--- config.mk ---
export PLATFORM = sky130hd
export DESIGN_NAME = gamepad_frame_sync_decoder
export DESIGN_NICKNAME = d
export VERILOG_FILES = /design/src/rtl/core/gfsd_pkg.sv /design/src/rtl/core/gamepad_frame_sync_decoder.sv
export SDC_FILE = /design/constraint.sdc
export NUM_CORES = 1
export LEC_CHECK = 0
export BUFFER_PORTS_ARGS = -buffer_cell sky130_fd_sc_hd__clkbuf_2
export CORE_MARGIN = 2
export CORE_UTILIZATION = 54
export CTS_CLUSTER_DIAMETER = 50
export DETAILED_ROUTE_END_ITERATION = 8
export PLACE_DENSITY = 0.76
export REMOVE_ABC_BUFFERS = 1
export SLEW_MARGIN = 30
export SYNTH_ARGS = -nofsm -noshare
export SYNTH_HDL_FRONTEND = slang
export SYNTH_SLANG_ARGS = --single-unit
export TNS_END_PERCENT = 30
--- constraint.sdc ---
create_clock -name clock -period 8.1 [get_ports clock]
set_clock_uncertainty 0.05 [all_clocks]
set_input_delay 2.43 -clock clock [delete_from_list [all_inputs] [get_ports clock]]
set_output_delay 2.43 -clock clock [all_outputs]
set_load 0.03 [all_outputs]
--- src/rtl/core/gfsd_pkg.sv ---
`timescale 1ns / 1ps

package gfsd_pkg;

   // Frame markers
   localparam logic [7:0] HDR_BYTE   = 8'hFF;
   localparam logic [7:0] FTR_BYTE   = 8'hFE;
   localparam int         FTR_OFFSET = 18;

   // Byte offsets inside a frame
   localparam int BTN_OFFSET       = 2;
   localparam int LEFT_AXIS_OFFSET  = 6;
   localparam int RIGHT_AXIS_OFFSET = 10;

   // Button bits owned by each half of the controller
   localparam int                BTN_W          = 17;
   localparam logic [BTN_W-1:0] LEFT_BTN_MASK  = 17'h154F0;
   localparam logic [BTN_W-1:0] RIGHT_BTN_MASK = 17'h0AB0F;

   localparam int AXIS_W = 16;
   localparam int CAL_W  = 12;

   // Configuration port
   localparam int CSR_INDEX_W = 4;
   localparam int CSR_DATA_W  = CAL_W;

   localparam logic [CSR_INDEX_W-1:0] REG_SIDE_SELECT        = 4'd0;
   localparam logic [CSR_INDEX_W-1:0] REG_BUTTONS_ACTIVE_LOW = 4'd1;
   localparam logic [CSR_INDEX_W-1:0] REG_INVERT_FIRST_AXIS  = 4'd2;
   localparam logic [CSR_INDEX_W-1:0] REG_INVERT_SECOND_AXIS = 4'd3;
   localparam logic [CSR_INDEX_W-1:0] REG_FIRST_AXIS_MIN     = 4'd4;
   localparam logic [CSR_INDEX_W-1:0] REG_FIRST_AXIS_MAX     = 4'd5;
   localparam logic [CSR_INDEX_W-1:0] REG_SECOND_AXIS_MIN    = 4'd6;
   localparam logic [CSR_INDEX_W-1:0] REG_SECOND_AXIS_MAX    = 4'd7;

   // Calibration reset values
   localparam logic [CAL_W-1:0] FIRST_AXIS_MIN_RST  = 12'd344;
   localparam logic [CAL_W-1:0] FIRST_AXIS_MAX_RST  = 12'd3655;
   localparam logic [CAL_W-1:0] SECOND_AXIS_MIN_RST = 12'd315;
   localparam logic [CAL_W-1:0] SECOND_AXIS_MAX_RST = 12'd3231;

   // Result payload: buttons, first axis, second axis, zero padded to bytes
   localparam int RSP_PAYLOAD_W = BTN_W + 2 * AXIS_W;
   localparam int RSP_DATA_W    = ((RSP_PAYLOAD_W + 7) / 8) * 8;

   typedef struct packed {
      logic             side_select;
      logic             buttons_active_low;
      logic             invert_first_axis;
      logic             invert_second_axis;
      logic [CAL_W-1:0] first_axis_min;
      logic [CAL_W-1:0] first_axis_max;
      logic [CAL_W-1:0] second_axis_min;
      logic [CAL_W-1:0] second_axis_max;
   } cfg_type;

   // Mirror an axis about its calibration range, clamped at zero
   function automatic logic [AXIS_W-1:0] mirror_axis(
      input logic [AXIS_W-1:0] v,
      input logic [CAL_W-1:0]  lo,
      input logic [CAL_W-1:0]  hi,
      input logic              inv
   );
      logic [CAL_W:0]  sum;
      logic [AXIS_W-1:0] res;
      sum = {1'b0, lo} + {1'b0, hi};
      if (!inv) begin
         res = v;
      end else if (v >= AXIS_W'(sum)) begin
         res = '0;
      end else begin
         res = AXIS_W'(sum) - v;
      end
      return res;
   endfunction

endpackage

--- src/rtl/core/gamepad_frame_sync_decoder.sv ---
`timescale 1ns / 1ps

// Channel  | Dir | Handshake               | Payload
// ---------+-----+-------------------------+------------------------------------------
// req      | in  | req_tvalid / req_tready | tdata[7:0] rx_byte
// rsp      | out | rsp_tvalid / rsp_tready | tdata buttons, first_axis, second_axis;
//          |     |                         | tuser after_resync
// csr      | in  | csr_valid / csr_ready   | csr_index register, csr_data value
//
// One byte per cycle. Each accepted byte shifts into the window register; the
// frame check and decode sit between the window and the result register, so a
// frame is offered on rsp the cycle after its last byte. The only stall is the
// single result register: req_tready drops while a result waits and rsp_tready
// is low. Synchronous active-high reset empties the window, clears sync and
// rsp_tvalid and restores the config defaults; window contents are not reset.

module gamepad_frame_sync_decoder #(
   parameter int FRAME_BYTES = 19
) (
   input  logic                                clock,
   input  logic                                reset,
   // slave side
   input  logic                                req_tvalid,
   output logic                                req_tready,
   input  logic [7:0]                          req_tdata,   // [7:0] rx_byte
   // master side
   output logic                                rsp_tvalid,
   input  logic                                rsp_tready,
   // [16:0] buttons, [32:17] first_axis, [48:33] second_axis, rest zero
   output logic [gfsd_pkg::RSP_DATA_W-1:0]     rsp_tdata,
   output logic                                rsp_tuser,   // [0] after_resync
   // configuration writes
   input  logic                                csr_valid,
   output logic                                csr_ready,
   input  logic [gfsd_pkg::CSR_INDEX_W-1:0]    csr_index,
   input  logic [gfsd_pkg::CSR_DATA_W-1:0]     csr_data
);

   import gfsd_pkg::*;

   localparam int CNT_W = $clog2(FRAME_BYTES + 1);
   localparam logic [CNT_W-1:0] LAST_FILL = CNT_W'(FRAME_BYTES - 1);

   // Window: entry 0 is the oldest byte once the window is full
   logic [7:0]       win_ff [FRAME_BYTES];
   logic [7:0]       win_in [FRAME_BYTES];
   logic [CNT_W-1:0] fill_ff, fill_in;
   logic             sync_ff, sync_in;
   cfg_type          cfg_ff, cfg_in;

   logic                  rsp_valid_ff, rsp_valid_in;
   logic [BTN_W-1:0]      btn_ff, btn_in;
   logic [AXIS_W-1:0]     ax1_ff, ax1_in;
   logic [AXIS_W-1:0]     ax2_ff, ax2_in;
   logic                  resync_ff, resync_in;

   logic req_fire;
   logic window_full;
   logic frame_hit;
   logic [BTN_W-1:0]  btn_raw;
   logic [AXIS_W-1:0] ax1_raw, ax2_raw;

   // Result register may be reloaded when it is empty or draining this cycle
   assign req_tready = !rsp_valid_ff || rsp_tready;
   assign req_fire   = req_tvalid && req_tready;
   assign csr_ready  = 1'b1;

   // Shift the new byte in; the check looks at the window as it will be
   always_comb begin
      for (int i = 0; i < FRAME_BYTES - 1; i++) begin
         win_in[i] = win_ff[i+1];
      end
      win_in[FRAME_BYTES-1] = req_tdata;
   end

   assign window_full = req_fire && (fill_ff == LAST_FILL);
   assign frame_hit   = window_full && (win_in[0] == HDR_BYTE)
                        && (win_in[FTR_OFFSET] == FTR_BYTE);

   // Field extraction
   always_comb begin
      btn_raw = {win_in[BTN_OFFSET+2][0], win_in[BTN_OFFSET+1], win_in[BTN_OFFSET]};
      if (cfg_ff.buttons_active_low) begin
         btn_raw = ~btn_raw;
      end
      if (cfg_ff.side_select) begin
         ax1_raw = {win_in[RIGHT_AXIS_OFFSET+1], win_in[RIGHT_AXIS_OFFSET]};
         ax2_raw = {win_in[RIGHT_AXIS_OFFSET+3], win_in[RIGHT_AXIS_OFFSET+2]};
      end else begin
         ax1_raw = {win_in[LEFT_AXIS_OFFSET+1], win_in[LEFT_AXIS_OFFSET]};
         ax2_raw = {win_in[LEFT_AXIS_OFFSET+3], win_in[LEFT_AXIS_OFFSET+2]};
      end
   end

   // Fill and sync tracking
   always_comb begin
      fill_in = fill_ff;
      sync_in = sync_ff;
      if (req_fire) begin
         if (frame_hit) begin
            fill_in = '0;
            sync_in = 1'b1;
         end else if (window_full) begin
            // bad header or footer: oldest byte falls out of the shift line
            fill_in = LAST_FILL;
            sync_in = 1'b0;
         end else begin
            fill_in = fill_ff + 1'b1;
         end
      end
   end

   // Result register
   always_comb begin
      rsp_valid_in = rsp_valid_ff;
      btn_in       = btn_ff;
      ax1_in       = ax1_ff;
      ax2_in       = ax2_ff;
      resync_in    = resync_ff;
      if (rsp_valid_ff && rsp_tready) begin
         rsp_valid_in = 1'b0;
      end
      if (frame_hit) begin
         rsp_valid_in = 1'b1;
         btn_in       = btn_raw & (cfg_ff.side_select ? RIGHT_BTN_MASK : LEFT_BTN_MASK);
         ax1_in       = mirror_axis(ax1_raw, cfg_ff.first_axis_min,
                                    cfg_ff.first_axis_max, cfg_ff.invert_first_axis);
         ax2_in       = mirror_axis(ax2_raw, cfg_ff.second_axis_min,
                                    cfg_ff.second_axis_max, cfg_ff.invert_second_axis);
         resync_in    = !sync_ff;
      end
   end

   // Configuration registers
   always_comb begin
      cfg_in = cfg_ff;
      if (csr_valid && csr_ready) begin
         case (csr_index)
            REG_SIDE_SELECT:        cfg_in.side_select        = csr_data[0];
            REG_BUTTONS_ACTIVE_LOW: cfg_in.buttons_active_low = csr_data[0];
            REG_INVERT_FIRST_AXIS:  cfg_in.invert_first_axis  = csr_data[0];
            REG_INVERT_SECOND_AXIS: cfg_in.invert_second_axis = csr_data[0];
            REG_FIRST_AXIS_MIN:     cfg_in.first_axis_min     = csr_data;
            REG_FIRST_AXIS_MAX:     cfg_in.first_axis_max     = csr_data;
            REG_SECOND_AXIS_MIN:    cfg_in.second_axis_min    = csr_data;
            REG_SECOND_AXIS_MAX:    cfg_in.second_axis_max    = csr_data;
            default:                cfg_in = cfg_ff;
         endcase
      end
   end

   always_ff @(posedge clock) begin
      if (reset) begin
         fill_ff      <= '0;
         sync_ff      <= 1'b0;
         rsp_valid_ff <= 1'b0;
         cfg_ff       <= '{side_select:        1'b0,
                           buttons_active_low: 1'b0,
                           invert_first_axis:  1'b0,
                           invert_second_axis: 1'b0,
                           first_axis_min:     FIRST_AXIS_MIN_RST,
                           first_axis_max:     FIRST_AXIS_MAX_RST,
                           second_axis_min:    SECOND_AXIS_MIN_RST,
                           second_axis_max:    SECOND_AXIS_MAX_RST};
      end else begin
         fill_ff      <= fill_in;
         sync_ff      <= sync_in;
         rsp_valid_ff <= rsp_valid_in;
         cfg_ff       <= cfg_in;
      end
   end

   // Payload: no reset
   always_ff @(posedge clock) begin
      if (req_fire) begin
         win_ff <= win_in;
      end
      btn_ff    <= btn_in;
      ax1_ff    <= ax1_in;
      ax2_ff    <= ax2_in;
      resync_ff <= resync_in;
   end

   assign rsp_tvalid = rsp_valid_ff;
   assign rsp_tdata  = {(RSP_DATA_W - RSP_PAYLOAD_W)'(0), ax2_ff, ax1_ff, btn_ff};
   assign rsp_tuser  = resync_ff;

   // Fill count stays below a full window between transactions
   a_fill_range: assert property (@(posedge clock) disable iff (reset)
      fill_ff <= LAST_FILL)
      else $error("window fill count out of range");

   // A decoded frame empties the window and marks the stream in sync
   a_hit_clears: assert property (@(posedge clock) disable iff (reset)
      frame_hit |=> (fill_ff == '0) && sync_ff && rsp_valid_ff)
      else $error("frame match did not restart window");

   // A partial window only grows by one
   a_partial_grow: assert property (@(posedge clock) disable iff (reset)
      (req_fire && !window_full) |=> fill_ff == $past(fill_ff) + 1'b1)
      else $error("partial window fill did not advance");

   // A failed check drops exactly one byte and loses sync
   a_miss_drop: assert property (@(posedge clock) disable iff (reset)
      (window_full && !frame_hit) |=> (fill_ff == LAST_FILL) && !sync_ff)
      else $error("header or footer mismatch not handled");

endmodule
==> summary.md <==
| Metric | Value |
|---|---|
| Crit path max-delay family | buffers and inverters |
| FP Rows | 53 |
| Ys flop type | edfxtp_1 |
| Clock buffer depth | 3 |
| Core area | about 21000 sq um |
| R2R Setup Slk | 3.80 ns |
| Cts hold-fix bufs | 0 |
| Resize count post-CTS | 0 |
| ANT cells | 0 |
| Max capacitance violation total | 0 |
| Global-route usage over all layers | 0.2066 |
| Sw Ratio | 0.2287 |
| Sequential Power Share | 0.519 |
| Port Buffers | 80 |
| Final Non-Filler Cells | 1289 |
| Share of async-settable or async-resettable flops after synthesis | 0 |
| Final Cycle Share | 0.6593 |
| Final hold viol count | 0 |
| Distinct cell type count after synthesis | 63 |
| Nets@finish | 1079 |
| Setup WS pre-CTS | between 2 and 3 ns |
| CP Launch Type | input pin |
| Flops & latches, synth | 253 |
| Syn Area/Cell | 12.55 sq um |
| Largest net degree at the start of global routing | 87 |
| Design area | between 10000 and 15000 sq um |
| Top-Level Pins | 89 |
| H-tree depth | 1 |
| WL per Instance | 17.51 um |
| Maximum vdd drop | around 0.17 mV |
| Initial antenna violation count | 1 |
| DR pass1 iterations | 5 |
| Leak | 0.004763 uW |
| Routed WL | 22.58 mm |
| Global-route wire length before repair | 36.18 mm |
| Slew Limit Headroom | 0.5065 |
| Root buf cell | clkbuf_16 |
| WP buf/inv | 2 |
| Final total power | 2845 uW |
| Placed cell area | 12110 sq um |
| Crit-path max cell delay | 0.19 ns |
| Critical path class | in -> out |
| Status | finished clean |
| TritonCTS Buffers | 27 |
| EDFF count, synth | between 150 and 200 |
| Initial Util | 0.5480 |
| Max Slew Vio Count | 0 |
| Worst path most repeated cell | clkbuf_2 |
| Worst Tran Pin Value | 0.7402 ns |
| CP max FO | 3 |
| Share of cells above drive strength 1 | 0.1519 |
| Most common cell after layout, fill and taps aside | edfxtp_1 |
| Achievable frequency | 0.1873 GHz |
| Critical-path cell with the highest stage delay | clkbuf_2 |
| HP Class | reg -> reg |
| Setup ws final | around 2.8 ns |
| Combinational share of power | 0.089 |
| DP HPWL | roughly 16 mm |
| Cell area after synthesis | approximately 11000 sq um |
| Critical Path Sink Type | output port |
| Synth-to-layout area growth | 12.55% |
| Worst-path cell chain | clkbuf_2 > nand2b_1 > clkbuf_2 |
| Synth Instances | 915 |
| RSZ-0062 raised after global routing | false |
| Total gr overflow | 0 |
| Placer Congestion | 0.8913 |
| ANT nets after route | 0 |
| NetSw | 650.8 uW |
| Post-CTS Setup Bufs | 0 |
| Initial DRC Count | 450 |
| Core Util, Final | 0.6168 |
| Part of the Yosys area used for sequential elements | 0.6102 |
| Worst EP required | 5.62 ns |
| Die ar. | 22450 sq um |
| CTS sink count | 253 |
| Worst-Skew Late Latency | 0.52 ns |
| Vias in the first global route | 7014 |
| Arr. time, crit path | ~2.9 ns |
| Die W | between 100 and 150 um |
| Dpl cells | 1240 |
| Die height | 149.8 um |
| CTS tree | done |
| P per Cell Area | around 220 nW/um^2 |
| Clock power share | 0.392 |
| Vias | around 7200 |
| Vias per inst | 5.609 |
| Synth warn | 0 |
| # DRC | 0 |
| Power Internal | roughly 2200 uW |
| Final Critical Period | around 5.3 ns |
| Clock Pin Slew Worst Setup and Hold Paths | 0.06 ns |
| Setup Viol. Count Final | 0 |
| Commonest cells after routing, fill and taps aside | edfxtp_1 (194), clkbuf_2 (80), nor2_1 (76), nand2_1 (61), dfxtp_1 (56) |
==> area by class of cell <==
class                           count  area (sq um)
Tap cell                          275         344.1
Fill cell                        1687          8030
Sequential cell                   253          7010
Clock buffer                       34         701.9
Multi-Input combinational cell    600          4203
Inverter                           25         101.3
Timing Repair Buffer               87         456.7
Clock inverter                     15         107.6
==> metrics by stage <==
| stage | hold slack, ns | TNS, ns |
|---|---|---|
| 3_3_place_gp | 0.3501 | 0 |
| 2_1_floorplan | 0.3503 | -13.06 |
| 6_report | 0.3609 | 0 |
| 4_1_cts | 0.3618 | 0 |
| 3_5_place_dp | 0.3545 | 0 |
| 5_1_grt | 0.3709 | 0 |
==> final timing paths <==
kind / from / end / cells after the start
setup / recovery: rsp_tready / req_tready / 3
setup reg to reg: cfg_ff[0] / ax2_ff[11] / 16
hold reg to reg: win_ff[100] / win_ff[108] / 0
hold / removal: win_ff[100] / win_ff[108] / 0
==> flip-flops by register name, indices dropped and copies added, names as in the netlist <==
register,count
ax1_ff,16
ax2_ff,16
btn_ff,17
cfg_ff,52
fill_ff,5
rsp_tuser,1
rsp_tvalid,1
sync_ff,1
win_ff,144
==> Yosys cell counts (14+ instances only) <==
library cell,n,share of area
clkbuf_1,24,0.0078
dfxtp_1,59,0.10
nor2b_1,22,0.012
ha_1,52,0.057
a21o_1,14,0.0092
o21ai_0,29,0.013
xor2_1,18,0.014
a21oi_1,52,0.023
mux2i_1,45,0.039
edfxtp_1,194,0.51
nand2_1,61,0.020
inv_1,24,0.0078
nor2_1,76,0.025
nand2b_1,15,0.0082
xnor2_1,35,0.027
a211o_1,24,0.018
==> per-layer routing <==
| layer | track usage | up-vias | wire [um] | share of wire |
|---|---|---|---|---|
| li1 | - | 3530 | - | - |
| met1 | 0.2905 | 3477 | 10310 | 0.46 |
| met2 | 0.3413 | 193 | 10540 | 0.47 |
| met3 | 0.02774 | 30 | 1211 | 0.054 |
| met4 | 0.05425 | 0 | 523 | 0.023 |
| met5 | 0 | - | 0 | 0 |
==> kinds of logic (layout without fill, tap and decap cells) <==
family | after synthesis | after routing | synth area share
buffers and inverters | 68 | 161 | 0.02582
flip-flops | 253 | 253 | 0.6102
adder cells (fa/ha/maj) | 56 | 56 | 0.06363
multiplexers | 50 | 50 | 0.04413
AO/OA/AOI/OAI | 186 | 186 | 0.1094
other | 2 | 8 | 0.0006540
XOR/XNOR | 53 | 53 | 0.04042
AND/OR/NAND/NOR | 247 | 247 | 0.1058
==> power by group through the flow <==
stage               logic, uW  registers, uW  clock network, uW
global route              284           1480               1190
finish                    254           1480               1120
detailed placement        249           1500                  0
floorplan                 184           1500                  0
global placement          248           1500                  0
CTS                       253           1480               1140
==> worst register-to-register path: stages (launching register included) <==
cell	delay [ns]
dfxtp_1	0.32
ha_1	0.20
inv_1	0.07
fa_1	0.40
nor2b_1	0.13
o21a_1	0.14
o21ai_0	0.12
a21oi_1	0.24
a41oi_1	0.19
xnor2_1	0.19
ha_1	0.43
nand2_2	0.09
nor2_2	0.21
nand2_1	0.08
o31a_1	0.36
a211o_1	0.47
o41ai_2	0.42
(Power assumes the default switching activity.)
